===== src/rtl/assert_macros.svh =====
// Assertion helpers for the RTL
`ifndef ASSERT_MACROS_SVH
`define ASSERT_MACROS_SVH
`ifndef SYNTHESIS
`define ASSERT_SAME(label, clk, rst, ante, cons) \
   label: assert property (@(posedge clk) disable iff (rst) (ante) |-> (cons)) \
      else $error("assertion failed");
`define ASSERT_NEXT(label, clk, rst, ante, cons) \
   label: assert property (@(posedge clk) disable iff (rst) (ante) |=> (cons)) \
      else $error("assertion failed");
`else
`define ASSERT_SAME(label, clk, rst, ante, cons)
`define ASSERT_NEXT(label, clk, rst, ante, cons)
`endif
`endif


===== src/rtl/dhcp_lr_pkg.sv =====
`timescale 1ns / 1ps
package dhcp_lr_pkg;

   localparam int REQ_DATA_W = 264;
   localparam int RSP_DATA_W = 136;
   localparam int REQ_USER_W = 8;
   localparam int RSP_USER_W = 4;
   localparam int TIMEOUT_W  = 16;

   localparam logic [TIMEOUT_W-1:0] TIMEOUT_RESET = 16'd200;

   localparam logic [7:0] MT_OFFER = 8'd2;
   localparam logic [7:0] MT_ACK   = 8'd5;
   localparam logic [7:0] MT_NAK   = 8'd6;

   localparam logic [1:0] SEND_RENEW    = 2'd0;
   localparam logic [1:0] SEND_REBIND   = 2'd1;
   localparam logic [1:0] SEND_DISCOVER = 2'd2;
   localparam logic [1:0] SEND_REQUEST  = 2'd3;

   localparam logic [1:0] PATH_RENEW     = 2'd0;
   localparam logic [1:0] PATH_REBIND    = 2'd1;
   localparam logic [1:0] PATH_REACQUIRE = 2'd2;

   typedef struct packed {
      logic        query_ok;
      logic [31:0] lease_seconds;
      logic [31:0] elapsed_ticks;
      logic [31:0] renew_at_ticks;
      logic [31:0] rebind_at_ticks;
      logic [31:0] now_tick;
      logic        reply_valid;
      logic [7:0]  reply_type;
      logic [31:0] reply_address;
      logic [31:0] reply_renew_time;
      logic [31:0] reply_lease_time;
   } req_item_type;

   typedef struct packed {
      logic        send_valid;
      logic [1:0]  send_kind;
      logic [31:0] send_address;
      logic        apply_valid;
      logic [31:0] apply_address;
      logic [31:0] apply_renew_time;
      logic [31:0] apply_lease_time;
      logic [1:0]  apply_path;
      logic        fallback_static;
   } rsp_item_type;

endpackage


===== src/rtl/dhcp_lr_engine.sv =====
`timescale 1ns / 1ps
module dhcp_lr_engine
   import dhcp_lr_pkg::*;
(
   input  logic                 clock,
   input  logic                 reset,
   input  logic                 fire,
   input  logic [TIMEOUT_W-1:0] timeout,
   input  req_item_type         item,
   output rsp_item_type         result
);

   typedef enum logic [2:0] {
      PH_IDLE   = 3'd0,
      PH_RENEW  = 3'd1,
      PH_REBIND = 3'd2,
      PH_OFFER  = 3'd3,
      PH_ACK    = 3'd4
   } phase_type;

   phase_type    phase_ff, phase_in;
   logic [31:0]  start_ff, start_in;
   rsp_item_type result_ff, result_in;

   logic [31:0] since;
   logic [31:0] rebind_window;
   logic        is_ack, is_nak, is_offer, wait_over, rebind_over;
   logic        past_t1, past_t2;

   assign since         = item.now_tick - start_ff;
   assign rebind_window = item.rebind_at_ticks - item.renew_at_ticks;
   assign wait_over     = since > {{(32-TIMEOUT_W){1'b0}}, timeout};
   assign rebind_over   = since > rebind_window;
   assign past_t1       = item.elapsed_ticks >= item.renew_at_ticks;
   assign past_t2       = item.elapsed_ticks >= item.rebind_at_ticks;
   assign is_ack        = item.reply_valid && (item.reply_type == MT_ACK);
   assign is_nak        = item.reply_valid && (item.reply_type == MT_NAK);
   assign is_offer      = item.reply_valid && (item.reply_type == MT_OFFER);

   always_comb begin
      result_in = '0;
      phase_in  = phase_ff;
      start_in  = start_ff;
      if (!item.query_ok) begin
         phase_in = phase_ff;
      end else if (item.lease_seconds == 32'd0) begin
         phase_in = PH_IDLE;
      end else begin
         unique case (phase_ff)
            PH_RENEW, PH_REBIND: begin
               if (item.reply_valid) begin
                  if (is_ack) begin
                     result_in.apply_valid      = 1'b1;
                     result_in.apply_address    = item.reply_address;
                     result_in.apply_renew_time = item.reply_renew_time;
                     result_in.apply_lease_time = item.reply_lease_time;
                     result_in.apply_path = (phase_ff == PH_RENEW) ? PATH_RENEW
                                                                  : PATH_REBIND;
                     phase_in = PH_IDLE;
                  end else if (is_nak) begin
                     result_in.send_valid = 1'b1;
                     result_in.send_kind  = SEND_DISCOVER;
                     phase_in = PH_OFFER;
                     start_in = item.now_tick;
                  end
               end else if (phase_ff == PH_RENEW) begin
                  if (past_t2) begin
                     result_in.send_valid = 1'b1;
                     result_in.send_kind  = SEND_REBIND;
                     phase_in = PH_REBIND;
                     start_in = item.now_tick;
                  end
               end else if (rebind_over) begin
                  result_in.send_valid = 1'b1;
                  result_in.send_kind  = SEND_DISCOVER;
                  phase_in = PH_OFFER;
                  start_in = item.now_tick;
               end
            end
            PH_OFFER: begin
               if (is_offer) begin
                  result_in.send_valid   = 1'b1;
                  result_in.send_kind    = SEND_REQUEST;
                  result_in.send_address = item.reply_address;
                  phase_in = PH_ACK;
                  start_in = item.now_tick;
               end else if (wait_over) begin
                  result_in.fallback_static = 1'b1;
                  phase_in = PH_IDLE;
               end
            end
            PH_ACK: begin
               if (item.reply_valid) begin
                  if (is_ack) begin
                     result_in.apply_valid      = 1'b1;
                     result_in.apply_address    = item.reply_address;
                     result_in.apply_renew_time = item.reply_renew_time;
                     result_in.apply_lease_time = item.reply_lease_time;
                     result_in.apply_path       = PATH_REACQUIRE;
                     phase_in = PH_IDLE;
                  end else if (is_nak) begin
                     result_in.send_valid = 1'b1;
                     result_in.send_kind  = SEND_DISCOVER;
                     phase_in = PH_OFFER;
                     start_in = item.now_tick;
                  end
               end else if (wait_over) begin
                  result_in.fallback_static = 1'b1;
                  phase_in = PH_IDLE;
               end
            end
            default: begin
               if (past_t2) begin
                  result_in.send_valid = 1'b1;
                  result_in.send_kind  = SEND_REBIND;
                  phase_in = PH_REBIND;
                  start_in = item.now_tick;
               end else if (past_t1) begin
                  result_in.send_valid = 1'b1;
                  result_in.send_kind  = SEND_RENEW;
                  phase_in = PH_RENEW;
                  start_in = item.now_tick;
               end else begin
                  phase_in = PH_IDLE;
               end
            end
         endcase
      end
   end

   always_ff @(posedge clock) begin
      if (reset) begin
         phase_ff <= PH_IDLE;
         start_ff <= '0;
      end else if (fire) begin
         phase_ff <= phase_in;
         start_ff <= start_in;
      end
      if (fire) begin
         result_ff <= result_in;
      end
   end

   assign result = result_ff;

endmodule


===== src/rtl/dhcp_lease_renewal_fsm.sv =====
`timescale 1ns / 1ps
// DHCP lease renewal controller.
// req channel: one word per heartbeat tick (lease query, T1/T2 thresholds,
// current tick and an optional received reply; reply type on req_tuser).
// rsp channel: exactly one word per tick: a send request (renew, rebind,
// discover, request), an acked lease to apply tagged with its path, or a
// static fallback flag; the word is all zero when nothing happens.
// csr port: write the reacquire timeout at any idle time; no read-back.
// Datapath: a word accepted on req goes into the input register, then through
// one pass of decision logic into the result register that drives rsp.
// Throughput: one word per cycle while rsp_tready is high.
// Reset: phase goes idle, the wait start tick clears and the timeout
// returns to 200; both registers empty.
// Stall: while rsp_tready is low the result word holds; one more word can
// sit in the input register, after which req_tready drops.
`include "assert_macros.svh"
module dhcp_lease_renewal_fsm
   import dhcp_lr_pkg::*;
(
   input  logic                  clock,
   input  logic                  reset,
   input  logic                  req_tvalid,
   output logic                  req_tready,
   // query_ok, lease_seconds, elapsed_ticks, renew_at_ticks, rebind_at_ticks,
   // now_tick, reply_valid, reply_address, reply_renew_time, reply_lease_time
   input  logic [REQ_DATA_W-1:0] req_tdata,
   // reply_type
   input  logic [REQ_USER_W-1:0] req_tuser,
   output logic                  rsp_tvalid,
   input  logic                  rsp_tready,
   // send_valid, send_address, apply_valid, apply_address, apply_renew_time,
   // apply_lease_time, fallback_static
   output logic [RSP_DATA_W-1:0] rsp_tdata,
   // send_kind, apply_path
   output logic [RSP_USER_W-1:0] rsp_tuser,
   input  logic                  csr_wr_en,
   input  logic [TIMEOUT_W-1:0]  csr_wr_data
);

   logic [TIMEOUT_W-1:0] timeout_ff;
   logic                 req_valid_ff;
   logic                 rsp_valid_ff;
   req_item_type         req_ff, req_in;
   rsp_item_type         result;
   logic                 advance;

   assign advance    = req_valid_ff && (!rsp_valid_ff || rsp_tready);
   assign req_tready = !req_valid_ff || advance;

   always_comb begin
      req_in.query_ok         = req_tdata[0];
      req_in.lease_seconds    = req_tdata[32:1];
      req_in.elapsed_ticks    = req_tdata[64:33];
      req_in.renew_at_ticks   = req_tdata[96:65];
      req_in.rebind_at_ticks  = req_tdata[128:97];
      req_in.now_tick         = req_tdata[160:129];
      req_in.reply_valid      = req_tdata[161];
      req_in.reply_type       = req_tuser;
      req_in.reply_address    = req_tdata[193:162];
      req_in.reply_renew_time = req_tdata[225:194];
      req_in.reply_lease_time = req_tdata[257:226];
   end

   always_ff @(posedge clock) begin
      if (reset) begin
         timeout_ff   <= TIMEOUT_RESET;
         req_valid_ff <= 1'b0;
         rsp_valid_ff <= 1'b0;
      end else begin
         if (csr_wr_en) begin
            timeout_ff <= csr_wr_data;
         end
         if (req_tvalid && req_tready) begin
            req_valid_ff <= 1'b1;
         end else if (advance) begin
            req_valid_ff <= 1'b0;
         end
         if (advance) begin
            rsp_valid_ff <= 1'b1;
         end else if (rsp_tready) begin
            rsp_valid_ff <= 1'b0;
         end
      end
      if (req_tvalid && req_tready) begin
         req_ff <= req_in;
      end
   end

   dhcp_lr_engine u_engine (
      .clock   (clock),
      .reset   (reset),
      .fire    (advance),
      .timeout (timeout_ff),
      .item    (req_ff),
      .result  (result)
   );

   assign rsp_tvalid = rsp_valid_ff;
   assign rsp_tdata  = {5'd0,
                        result.fallback_static,
                        result.apply_lease_time,
                        result.apply_renew_time,
                        result.apply_address,
                        result.apply_valid,
                        result.send_address,
                        result.send_valid};
   assign rsp_tuser  = {result.apply_path, result.send_kind};

   `ASSERT_SAME(a_one_action, clock, reset, rsp_valid_ff,
      !(result.send_valid && result.apply_valid) &&
      !(result.fallback_static && (result.send_valid || result.apply_valid)))
   `ASSERT_SAME(a_idle_fields_zero, clock, reset, rsp_valid_ff && !result.apply_valid,
      (result.apply_path == PATH_RENEW) && (result.apply_address == 32'd0))
   `ASSERT_SAME(a_path_legal, clock, reset, rsp_valid_ff && result.apply_valid,
      result.apply_path != 2'd3)
   `ASSERT_NEXT(a_full_blocks, clock, reset,
      req_valid_ff && rsp_valid_ff && !rsp_tready, req_valid_ff && rsp_valid_ff)

endmodule


===== config.mk =====
export PLATFORM = sky130hd
export DESIGN_NAME = dhcp_lease_renewal_fsm
export DESIGN_NICKNAME = d
export VERILOG_FILES = /design/src/rtl/dhcp_lr_pkg.sv /design/src/rtl/dhcp_lr_engine.sv /design/src/rtl/dhcp_lease_renewal_fsm.sv
export VERILOG_INCLUDE_DIRS = /design/src /design/src/rtl
export SDC_FILE = /design/constraint.sdc
export NUM_CORES = 1
export LEC_CHECK = 0
export ABC_AREA = 1
export ABC_CLOCK_PERIOD_IN_PS = 6900
export BUFFER_PORTS_ARGS = -buffer_cell sky130_fd_sc_hd__buf_2
export CAP_MARGIN = 40
export CORE_MARGIN = 4
export CORE_UTILIZATION = 26
export DETAILED_ROUTE_END_ITERATION = 7
export HOLD_SLACK_MARGIN = 0.05
export PLACE_DENSITY = 0.52
export SLEW_MARGIN = 20
export SYNTH_ARGS = -nofsm -noshare
export SYNTH_HDL_FRONTEND = slang
export SYNTH_SLANG_ARGS = --single-unit

===== constraint.sdc =====
create_clock -name clock -period 6.9 [get_ports clock]
set_clock_uncertainty 0.05 [all_clocks]
set_input_delay 0.69 -clock clock [delete_from_list [all_inputs] [get_ports clock]]
set_output_delay 0.69 -clock clock [all_outputs]
set_load 0.01 [all_outputs]

# After elaboration in Yosys (flattened, before gate mapping)
# Index checks and enable logic that the tools add are counted.
[totals]
reg_bits = 454
in_bits = 293
out_inout_bits = 142
wordCells = 115
[op_classes]
add_sub_neg = 2
n_lt_le_gt_ge = 4
n_eq_ne = 13
muxes = 49
n_bitwise = 4
reduce_logical = 18
[op_table]
columns = ["cell", "n"]
rows = [
  ["$mux 99", 4],
  ["$mux 32", 10],
  ["$pmux 99 s2", 1],
  ["$pmux 32 s3", 1],
  ["$ge 32x32->1", 2],
  ["$sub 32x32->32", 2],
  ["$mux 3", 20],
  ["$mux 35", 1],
  ["$gt 32x16->1", 1],
  ["$gt 32x32->1", 1],
  ["$logic_not 32->1", 1],
  ["$pmux 3 s3", 2],
  ["$eq 8x3->1 const B", 2],
  ["$mux 1", 9],
  ["$eq 8x2->1 const B", 1],
  ["$reduce_and 8->1", 1],
  ["$eq 3x2->1 const B", 2],
  ["$logic_and 1x1->1", 5],
  ["$ne 5x2->1 const B", 1],
  ["$ne 5x3->1 const B", 1],
  ["$reduce_bool 5->1", 1],
  ["$ne 4x2->1 const B", 1],
  ["$ne 4x3->1 const B", 1],
  ["$not 1->1", 4],
  ["11 further kinds", 15],
]

# Longest topological paths before layout
[logic_depth]
word_depth = 7
depth_mapped = 34
mapped_depth_nobuf = 34

# Modules after synthesis
# Synthesis repeated with hierarchy kept, for this count alone.
[hier_totals]
cells_unflattened = 2298
hier_area_um2 = 23084.6
[modules_own_cells]
columns = ["module", "n_inst", "cells_per_inst", "area_each_um2", "seq_area_each_um2"]
rows = [
  ["dhcp_lr_engine", 1, 1945, 14421.3, 4754.6],
  ["dhcp_lease_renewal_fsm", 1, 353, 8663.3, 8348.0],
]

# Worst setup path after synthesis
# OpenSTA, ideal clock, no wires.
[synth_path]
kind = "in2reg"
start = "input rsp_tready"
end = "register req_ff[0] in the netlist's numbering (enable)"
setup_ps = 617
arrival_time_ps = 6102
t_required_ps = 6233
setup_slack_ps = 131
path_stages = 4
n_path_buf = 0
cell_sequence = "inv_1 nand3_1 nand2_1 inv_1"
[synth_between]
elab_chain_len = 4
[synth_rtl]
columns = ["item", "line_no", "rtl"]
rows = [
  ["start, declared", "dhcp_lease_renewal_fsm.sv:30", "input logic rsp_tready,"],
  ["$logic_or 1x1->1", "dhcp_lease_renewal_fsm.sv:47", "assign advance = req_valid_ff && (!rsp_valid_ff || rsp_tready);"],
  ["$logic_and 1x1->1", "dhcp_lease_renewal_fsm.sv:47", ""],
  ["$logic_or 1x1->1", "dhcp_lease_renewal_fsm.sv:48", "assign req_tready = !req_valid_ff || advance;"],
  ["net req_tready", "dhcp_lease_renewal_fsm.sv:23", "output logic req_tready,"],
  ["$logic_and 1x1->1", "dhcp_lease_renewal_fsm.sv:84", "if (req_tvalid && req_tready) begin"],
  ["end signal, assigned", "dhcp_lease_renewal_fsm.sv:85", "req_ff <= req_in;"],
  ["end, declared", "dhcp_lease_renewal_fsm.sv:43", "req_item_type req_ff, req_in;"],
]
# The timed path passes the listed nets, and every way through them passes these cells.
# A chain may end at the register's enable or synchronous reset.

# Worst setup path in the final report
[layout_path]
start = "register req_ff[137] in the netlist's numbering"
end = "register u_engine.start_ff[0]"
[layout_between]
elab_chain_len = 4
word_cells_on_any_way = 9
classes_between = "add/sub (1); order compare (2); eq/ne (2); mux (2); reduce/logical (2)"
[layout_rtl]
columns = ["item", "line_no", "rtl"]
rows = [
  ["$sub 32x32->32", "dhcp_lr_engine.sv:31", "assign rebind_window = item.rebind_at_ticks - item.renew_at_ticks;"],
  ["$gt 32x32->1", "dhcp_lr_engine.sv:33", "assign rebind_over = since > rebind_window;"],
  ["$ne 4x2->1 (no source line)", "n/a", ""],
  ["$reduce_and 8->1 (no source line)", "n/a", ""],
  ["end signal, assigned", "dhcp_lr_engine.sv:137", "start_ff <= start_in;"],
  ["end, declared", "dhcp_lr_engine.sv:22", "logic [31:0] start_ff, start_in;"],
]
# Several ways; a longest one is shown, not always the timed one.

==> impl_results.md <==
* Run status: finished clean
* Nets at around 3200
* Crit path DAT at 6.15 ns
* HPWL after DPL at 52500 um
* Hold buffers post-CTS at 0
* H-tree levels at 2
* Critical path's largest stage delay at slightly below 0.6 ns
* RR Startpoint: req_ff[137]
* F_max at about 180 MHz
* Static Leakage at between 10 and 15 nW
* Worst Setup EP: u_engine.start_ff[0]
* Hold Path Class: in2reg
* Sequential Power Share at 0.444
* Share of the yosys chip area belonging to registers at 0.569
* Hold Startpoint: req_tdata[193]
* Setup Buffers After CTS at 0
* TritonCTS clock tree: done
* Router iterations before antenna repair at 6
* Reg2Reg Depth at 31
* Synth area leaders: edfxtp_1 (52%), ha_1 (9.3%), nand2_1 (6.3%), inv_1 (5.9%), nor2_1 (4.7%)
* Clk_lat worst skew at 0.62 ns
* Worst-path clk slew at about 0.070 ns
* Sink Count at between 400 and 500
* Max Cap Viol at 0
* Synthesis-to-finish area growth at 23.4%
* Yosys top cell area share at 0.523
* Netlist cell types at 53
* FILL cells at approximately 9100
* RSZ-0062 raised after global routing: false
* Vias in the first global route at between 15000 and 20000
* Most frequent cells in the layout: buf_2 (423), edfxtp_1 (401), nand2_1 (384)
* Die Ht at about 310 um
* Ys flop type: edfxtp_1
* Tmin final at 5.69 ns
* Grt ovf at 0
* Max-slew violation count at 0
* # DRC at 0
* Logic gate share of total power at 0.163
* Flop and latch count out of synthesis at 454
* Placer Congestion at approximately 0.88
* Starting Density at 0.264
* Least-Margin Pin Slew at 0.825 ns
* Num rows at between 100 and 150
* EDFF count, synth at ~400
* Drt first-iter violations at approximately 1100
* Sw Pwr at 2.01 mW
* Post-cts gate resize count at 0
* Startpoint Class: register
* Int Pwr at 5.24 mW
* Die Footprint at roughly 93000 um^2
* Largest delay contributor family on the critical path: simple AND/OR/NAND/NOR gates
* R2R Setup Slk at 1.21 ns
* I/O Pins at 435
* PortBufs at between 400 and 500
* Critical path's slowest cell: buf_4
* Clk buf depth at 3
* Async SR Flop Fraction at 0
* Total Routed Length at between 60000 and 70000 um
* Inserted Clock Buffers at 54
* Yosys top cell by area: edfxtp_1
* Crit path from: req_ff[137]
* Routed Antenna Nets at 0
* Switching Share at 0.277
* Most common cell after layout, fill and taps aside: buf_2
* Reg-to-Reg End: u_engine.start_ff[0]
* Initial antenna violation count at 24
* Setup_tns at 0 ns
* Worst EP required at roughly 7.4 ns
* Power per cell area at between 200 and 300 nW/um^2
* Final period utilization at 0.825
* Chip width at about 300 um
* Core area at roughly 87000 um^2
* Peak VDD IR at around 0.17 mV
* Vias post-DR at about 17000
* Final-report hold violation count at 0
* Netlist Area Pre-Place at 23000 um^2
* Cell mode on critical path: nand2_1
* Largest net degree at the start of global routing at 139
* Max_slew headroom at 0.450
* Power Total at a little over 7 mW
* WP depth at 31
* Share of post-route cells with drive strength above 1 at 0.213
* First-pass GRT wire length at about 100000 um
* Vias per cell at around 4.4
* Storage element area at ~13000 um^2
* Setup violations, final at 0
* CP Capture Type: register
* Clock share of power at 0.393
* CP bufs+invs at 4
* Area of the multi-input gates at around 8300 um^2
* Avg Inst Size Synth at between 9 and 10 um^2
* Gate Count Post-Synth at 2307
* All-Layer GR Usage at 0.141
* Syn. warnings at 0
* Clock root buffer: clkbuf_16
* CP Class: reg2reg
* Drt wl/cell at approximately 17 um
* Worst Path Max Fanout at 64
==> metrics by stage <==
stage	utilization	setup slack (ns)	cells	area, um^2	hold slack [ns]
after floorplan	-	0.131	2311	23000	0.390
after detailed placement	0.304	1.19	3855	26600	0.413
after global routing	0.325	0.579	3970	28400	0.156
after global placement	0.303	1.30	3849	26500	0.410
final	0.326	1.21	3971	28400	0.191
after CTS	0.325	1.20	3953	28300	0.143
==> metal layers <==
metal / GRT usage / up-vias / share of wire / routed length (um)
li1: - / 8686 / - / -
met1: 0.182 / 8099 / 0.44 / 30200
met2: 0.235 / 394 / 0.48 / 32800
met3: 0.0218 / 104 / 0.042 / 2840
met4: 0.0594 / 2 / 0.036 / 2470
met5: 0 / - / 0.00019 / 13
==> area by class of cell <==
cell class / count / share of cell area
diodes: 17 / 0.00150
clock buffers: 63 / 0.0491
clock inverters: 35 / 0.0131
inverters: 371 / 0.0494
multi-input cells: 1436 / 0.292
flip-flops and latches: 454 / 0.461
well taps: 1155 / 0.0509
repair buffers: 440 / 0.0833
==> how the worst min path moves through the flow <==
stage | end | slack, ns | cells past startpoint
floorplan | timeout_ff[10] | 0.39 | 2
global placement | timeout_ff[4] | 0.41 | 2
detailed placement | timeout_ff[4] | 0.41 | 2
CTS | req_ff[69] | 0.14 | 1
global route | req_ff[103] | 0.16 | 1
finish | req_ff[95] | 0.19 | 1
==> registers in the layout, summed over array words and instances (netlist names) <==
| name | flops |
|---|---|
| req_ff | 266 |
| req_valid_ff | 1 |
| rsp_tvalid | 1 |
| timeout_ff | 16 |
| u_engine.phase_ff | 3 |
| u_engine.result | 135 |
| u_engine.start_ff | 32 |
==> power groups by stage <==
| stage | logic, mW | clock network, mW | registers (mW) |
|---|---|---|---|
| 6_report | 1.18 | 2.85 | 3.22 |
| 5_1_grt | 1.37 | 3.06 | 3.23 |
| 4_1_cts | 1.20 | 2.95 | 3.22 |
| 3_5_place_dp | 1.19 | 0 | 3.28 |
| 3_3_place_gp | 1.17 | 0 | 3.28 |
| 2_1_floorplan | 0.785 | 0 | 3.29 |
==> synth_stat cells, types with 11 or more instances <==
cell and instances:
ha_1 172, a21oi_1 145, xor2_1 30, dfxtp_1 53
nand2_2 11, nand3_1 66, inv_2 11, inv_1 360
nand3b_1 27, o21ai_0 124, xnor2_1 14, nor2_2 11
nor3_1 21, clkbuf_1 29, a21oi_2 21, edfxtp_1 401
nand2_1 384, nand4_1 29, nor2_1 287, nor4_1 12
==> cells by family after synthesis <==
kind of cell    after synthesis  synth area share
simple gates                868             0.162
flops                       454             0.569
buf+inv                     421            0.0718
compound gates              345            0.0848
fa+ha+maj                   174            0.0952
xor+xnor                     44            0.0167
other cells                   1          0.000163
Note: power is estimated with default switching activity, not from simulation.
